===== src/rtl/lph_pkg.sv =====
`default_nettype none
// ----------------------------------------------------------------------------
// lph_pkg
// Shared types, constants and hash helper for the linear-probe hash table.
// ----------------------------------------------------------------------------
package lph_pkg;

  localparam int Slots     = 256;
  localparam int SlotBits  = $clog2(Slots);
  localparam int CountBits = $clog2(Slots + 1);

  localparam logic [31:0] FnvBasis = 32'h811C9DC5;
  localparam logic [31:0] FnvPrime = 32'h01000193;

  typedef enum logic [1:0] {
    OP_INSERT = 2'd0,
    OP_REMOVE = 2'd1,
    OP_LOOKUP = 2'd2,
    OP_UNUSED = 2'd3
  } op_t;

  typedef enum logic [1:0] {
    ST_DONE     = 2'd0,
    ST_NOTFOUND = 2'd1,
    ST_DUP      = 2'd2,
    ST_FULL     = 2'd3
  } status_t;

  typedef enum logic [1:0] {
    SL_EMPTY  = 2'd0,
    SL_FILLED = 2'd1,
    SL_TOMB   = 2'd2
  } slot_state_t;

  typedef enum logic [2:0] {
    S_IDLE,
    S_HASH,
    S_READ,
    S_CHECK,
    S_OUT
  } fsm_state_t;

  // Controller to datapath
  typedef struct packed {
    logic load;      // capture input item
    logic hash_step; // one FNV byte
    logic start;     // set probe position from hash
    logic read;      // issue slot read
    logic advance;   // step probe position
    logic do_write;  // fill slot at probe position
    logic do_tomb;   // tombstone slot at probe position
    logic set_res;   // capture result
    status_t res_status;
    logic res_slot;  // result carries slot index
    logic res_value; // result carries stored value
  } cmd_t;

  // Datapath to controller
  typedef struct packed {
    op_t         op;
    logic        hash_done;
    logic        limit_hit;
    slot_state_t slot_state;
    logic        key_match;
    logic        hash_match;
    logic        last_probe;
  } stat_t;

  // One FNV-1a byte round
  function automatic logic [31:0] fnv_round(input logic [31:0] h, input logic [7:0] b);
    logic [31:0] x;
    x = h ^ {24'd0, b};
    return x * FnvPrime;
  endfunction

endpackage
`default_nettype wire


===== src/rtl/lph_ctrl.sv =====
`default_nettype none
// ----------------------------------------------------------------------------
// lph_ctrl
// Sequencer for hash, probe and write-back of one item.
// ----------------------------------------------------------------------------
module lph_ctrl import lph_pkg::*; (
  input  wire logic  clk,
  input  wire logic  rst,
  input  wire logic  in_valid,
  output logic       in_stall,
  output logic       out_valid,
  input  wire logic  out_stall,
  input  wire stat_t stat,
  output cmd_t       cmd
);

  fsm_state_t state, state_next;
  logic       res_pend;

  // Result holds until taken
  always_ff @(posedge clk) begin
    if (rst) begin
      state     <= S_IDLE;
      out_valid <= 1'b0;
    end else begin
      state <= state_next;
      if (state == S_OUT) out_valid <= 1'b1;
      else if (!out_stall) out_valid <= 1'b0;
    end
  end

  // Hold off the next item while a result is waiting
  assign res_pend = out_valid && out_stall;
  assign in_stall = (state != S_IDLE) || res_pend;

  // Next state
  always_comb begin
    state_next = state;
    case (state)
      S_IDLE:  if (in_valid && !res_pend) state_next = S_HASH;
      S_HASH: begin
        if (stat.hash_done) begin
          if (stat.op == OP_UNUSED ||
              (stat.op == OP_INSERT && stat.limit_hit)) state_next = S_OUT;
          else state_next = S_READ;
        end
      end
      S_READ:  state_next = S_CHECK;
      S_CHECK: begin
        state_next = S_OUT;
        if (stat.op == OP_INSERT) begin
          if (stat.slot_state == SL_FILLED && !stat.key_match && !stat.last_probe)
            state_next = S_READ;
        end else if (stat.slot_state != SL_EMPTY &&
                     !(stat.slot_state == SL_FILLED && stat.hash_match &&
                       stat.key_match) && !stat.last_probe) begin
          state_next = S_READ;
        end
      end
      S_OUT:   if (!res_pend) state_next = S_IDLE;
      default: state_next = S_IDLE;
    endcase
  end

  // Commands
  always_comb begin
    logic hit;
    cmd = '0;
    cmd.res_status = ST_NOTFOUND;
    hit = stat.slot_state == SL_FILLED && stat.hash_match && stat.key_match;
    case (state)
      S_IDLE: cmd.load = in_valid && !res_pend;
      S_HASH: begin
        cmd.hash_step = !stat.hash_done;
        cmd.start     = stat.hash_done;
        if (stat.hash_done) begin
          if (stat.op == OP_INSERT && stat.limit_hit) begin
            cmd.set_res = 1'b1; cmd.res_status = ST_FULL;
          end else if (stat.op == OP_UNUSED) begin
            cmd.set_res = 1'b1;
          end
        end
      end
      S_READ: cmd.read = 1'b1;
      S_CHECK: begin
        if (stat.op == OP_INSERT) begin
          if (stat.slot_state != SL_FILLED) begin
            cmd.do_write = 1'b1; cmd.set_res = 1'b1;
            cmd.res_status = ST_DONE; cmd.res_slot = 1'b1;
          end else if (stat.key_match) begin
            cmd.set_res = 1'b1; cmd.res_status = ST_DUP;
          end else if (stat.last_probe) begin
            cmd.set_res = 1'b1; cmd.res_status = ST_FULL;
          end else cmd.advance = 1'b1;
        end else if (hit) begin
          cmd.set_res = 1'b1; cmd.res_status = ST_DONE; cmd.res_slot = 1'b1;
          cmd.res_value = (stat.op == OP_LOOKUP);
          cmd.do_tomb   = (stat.op == OP_REMOVE);
        end else if (stat.slot_state == SL_EMPTY || stat.last_probe) begin
          cmd.set_res = 1'b1;
        end else cmd.advance = 1'b1;
      end
      default: ;
    endcase
  end

endmodule
`default_nettype wire


===== config.mk =====
export PLATFORM = sky130hd
export DESIGN_NAME = lph_ctrl
export DESIGN_NICKNAME = d
export VERILOG_FILES = /design/src/rtl/lph_pkg.sv /design/src/rtl/lph_ctrl.sv
export SDC_FILE = /design/constraint.sdc
export NUM_CORES = 1
export LEC_CHECK = 0
export BUFFER_PORTS_ARGS = -buffer_cell sky130_fd_sc_hd__buf_2
export CAP_MARGIN = 15
export CELL_PAD_IN_SITES_DETAIL_PLACEMENT = 1
export CELL_PAD_IN_SITES_GLOBAL_PLACEMENT = 2
export CORE_AREA = 2 2 55 46
export DETAILED_ROUTE_END_ITERATION = 6
export DIE_AREA = 0 0 57 48
export PLACE_DENSITY = 0.81
export SLEW_MARGIN = 20
export SYNTH_ARGS = -nofsm -noshare
export SYNTH_HDL_FRONTEND = slang
export SYNTH_SLANG_ARGS = --single-unit
export TNS_END_PERCENT = 1

===== constraint.sdc =====
create_clock -name clk -period 2.05 [get_ports clk]
set_clock_uncertainty 0.2 [all_clocks]
set_input_delay 0.3075 -clock clk [delete_from_list [all_inputs] [get_ports clk]]
set_output_delay 0.3075 -clock clk [all_outputs]
set_load 0.005 [all_outputs]

Yosys cells after proc, flatten, opt, wreduce, memory -nomap -nowiden

Index checks and enable logic that the tools add are counted.
Widths: inputs -> output; s select.

Reduce and logical (&&, ||, !) cells: 23
Equal/unequal tests: 13
Multiplexer cells: 38

Operators with widths:

| kind               | number |
|---|---|
| $mux 3             | 13 |
| $mux 1             | 19 |
| $pmux 3 s5         | 1 |
| $logic_and 1x1->1  | 9 |
| $eq 3x2->1 const B | 2 |
| $mux 2             | 3 |
| $ne 2x2->1 const B | 3 |
| $pmux 3 s2         | 1 |
| $logic_not 1->1    | 5 |
| $eq 2x1->1 const B | 2 |
| $eq 2x2->1 const B | 2 |
| $logic_not 2->1    | 2 |
| $mux 4             | 1 |
| $ne 2x1->1 const B | 2 |
| $eq 3x1->1 const B | 1 |
| $eq 3x3->1 const B | 1 |
| $logic_not 3->1    | 1 |
| $logic_or 1x1->1   | 3 |
| $reduce_and 3->1   | 1 |
| $reduce_bool 3->1  | 1 |
| $reduce_bool 2->1  | 1 |

Bits of input ports: 13
Bits in registers: 4

Longest topological paths before layout

Depth in word-level cells: 9
Depth in mapped cells: 5
Mapped depth without buffers: 4

Worst setup path after synthesis

OpenSTA, ideal clock, no wires.

Path kind: flip-flop to output port
Start point: register state[1]
End point: output port cmd[0] (netlist name)
Stages on the path, launching flop included: 6
Arrival: 1.211 ns
Path slack: 0.332 ns
Required time: 1.542 ns
Path buffers: 1
Cells stage by stage: dfxtp_1 > clkbuf_2 > inv_1 > nor3b_1 > nand4_1 > nor3b_1

RTL lines:

| element                  | RTL line       | source |
|---|---|---|
| start: declaration       | lph_ctrl.sv:17 | `fsm_state_t state, state_next;` |
| start signal: assignment | lph_ctrl.sv:26 | `state <= state_next;` |
| end: declaration         | lph_ctrl.sv:14 | `output cmd_t cmd` |

==> out/qor.csv <==
metric,value,unit
diodes,0,
chipHeight,48,um
ys_seq_area_frac,0.212,
fin_crit,1.93,ns
antenna_found_initial,0,
area_delta_synth_final,53.6,%
min_to,out_valid,
reg2regPathDepth,4,
cts_buffers,3,
nets,94,
rows,15,
layout_commonest_cell,buf_2,
drive_above_1_share,0.506,
dpl_cell_area,533,um^2
cts-root-buf,clkbuf_4,
post-cts-setup-buffers,0,
crit_path_end_kind,primary output,
timing.fmax,0.518,GHz
ios,27,
clkSlewWorstSetupHoldPaths,0.04,ns
first_pass_iters,3,
hp-class,input pin to register,
whs,0.0926,ns
syn_inst,52,
finalWeightedCongestion,0.706,
synth_area,378,um^2
core,2140,um^2
vias,490,
drt_iter0_markers,1,
ys_seq_elements,4,
portBuffers,26,
die_w,57,um
crit_type,register to primary output,
cts_max_level,1,
dp_hpwl,1040,um
grt_pass1_wl,1890,um
slew_headroom,0.732,
start_util,0.177,
critPathMaxFanout,10,
cts.sinks,4,
hold_violations,0,
worstPathRequired,1.54,ns
ir_drop,0.000181,V
ant_nets,0,
setup_violations,0,
worstHoldStart,rst,
crit_arrival,1.42,ns
maxSlewViolCount,0,
crit_path_start_kind,register,
grt_max_degree,11,
cts_tree,yes,
hold_buffers,0,
worstHoldPathCells,2,
syn_area_per_cell,7.27,um^2
avgRoutedWirePerCell,12.1,um
finalSetupTns,0,ns
vias_per_cell,4.71,
die-area,2740,um^2
stdcell_area,581,um^2
drc,0,
synth_fp_nets,65,
grt_usage,0.0878,
rsz0062_at_grt,false,
p_per_area,488,nW/um^2
grt_pass1_vias,439,
wirelength,1260,um
grt-ovfl-total,0,
nFillCells,291,
p_leak,0.263,nW
synth_warnings,0,
clk_latency,0.23,ns
rrSetupSlack,0.69,ns
tightestPinTransition,0.396,ns
rr_endpoint,state[1],
drv_cap,0,
ctsLongestPathBuffers,2,
post-route-period-util,0.942,
layout_common_cells,"buf_2 (26), nand2_1 (7), nor3_1 (5)",
status,"complete, no violations",
fin_util,0.271,
worstReg2RegStart,state[1],
ys_types,29,
layer usage:
metal	GRT usage	up-vias	share of wire
met5	0	-	0
met4	0.0279	0	0
met3	0.0189	0	0.054
met2	0.152	15	0.50
met1	0.112	224	0.45
li1	-	251	-
stage by stage:
stage	power, mW	instances	setup slack (ns)
after floorplan	0.141	52	0.332
after global placement	0.181	101	0.0694
after detailed placement	0.182	101	0.000608
after CTS	0.287	104	0.00305
after global routing	0.303	104	0.00495
final	0.283	104	0.118
final cells by class:
class / instances / area (um^2) / share of cell area
inverter: 1 / 3.75 / 0.00647
multi-input combinational: 44 / 303 / 0.522
clock buffer: 3 / 22.5 / 0.0388
timing repair buffer: 27 / 138 / 0.237
tap: 25 / 31.3 / 0.0539
sequential: 4 / 82.6 / 0.142
cells by family after synthesis:
kind of cell    Yosys count  share of synthesized area
simple gates             31                      0.493
buf+inv                   4                     0.0463
compound gates           13                      0.248
flops                     4                      0.212
Yosys cell counts:
library cell  count  share of area
a2bb2oi_1         1          0.023
clkbuf_1          1         0.0099
nor4b_1           1          0.023
nor2_1            2          0.020
nand4_1           2          0.033
clkbuf_2          1          0.013
nor2b_1           1          0.017
and4bb_2          1          0.033
o21bai_1          1          0.020
buf_2             1          0.013
nand3b_1          1          0.020
or4b_4            1          0.036
a2111oi_0         1          0.023
a21oi_1           3          0.040
nand3_1           1          0.013
and3_1            1          0.017
nand2_1           7          0.070
nand2b_1          2          0.033
a21bo_2           1          0.026
a21o_2            1          0.023
o21a_1            2          0.040
o211ai_1          1          0.020
inv_1             1         0.0099
dfxtp_1           4           0.21
nor3b_1           4          0.079
nor3_1            5          0.066
nor2_2            1          0.017
a31oi_1           2          0.033
nor4_1            1          0.017
worst max-delay path, cell delays in order (launching register included):
cell and delay (ns):
dfxtp_2 0.41, nor3b_4 0.26, nand4_1 0.19, nor3b_1 0.20
buf_2 0.14
worst max path at each step:
stage,from,endpoint,slack (ns),cells after the start
2_1_floorplan,state[1],cmd[0],0.33,5
3_3_place_gp,state[0],cmd[0],0.07,4
3_5_place_dp,state[0],cmd[0],0.0006,4
4_1_cts,state[2],cmd[0],0.003,4
5_1_grt,state[1],cmd[5],0.005,5
6_report,state[0],cmd[5],0.12,4
where the power goes:
part           total [mW]  switching [mW]  internal, mW
Clock              0.0985          0.0329        0.0656
Sequential         0.0938         0.00933        0.0845
Combinational      0.0911          0.0450        0.0461
Total               0.283          0.0873         0.196
state kept, by name (all words and copies together) (netlist names):
signal	cells
out_valid	1
state	3
timing repair:
action / in CTS / in global routing
resized for setup: 3 / 3
pin swaps: 0 / 2
endpoints found under the setup margin: 3 / 3
Power figures use the tool's default switching activity.
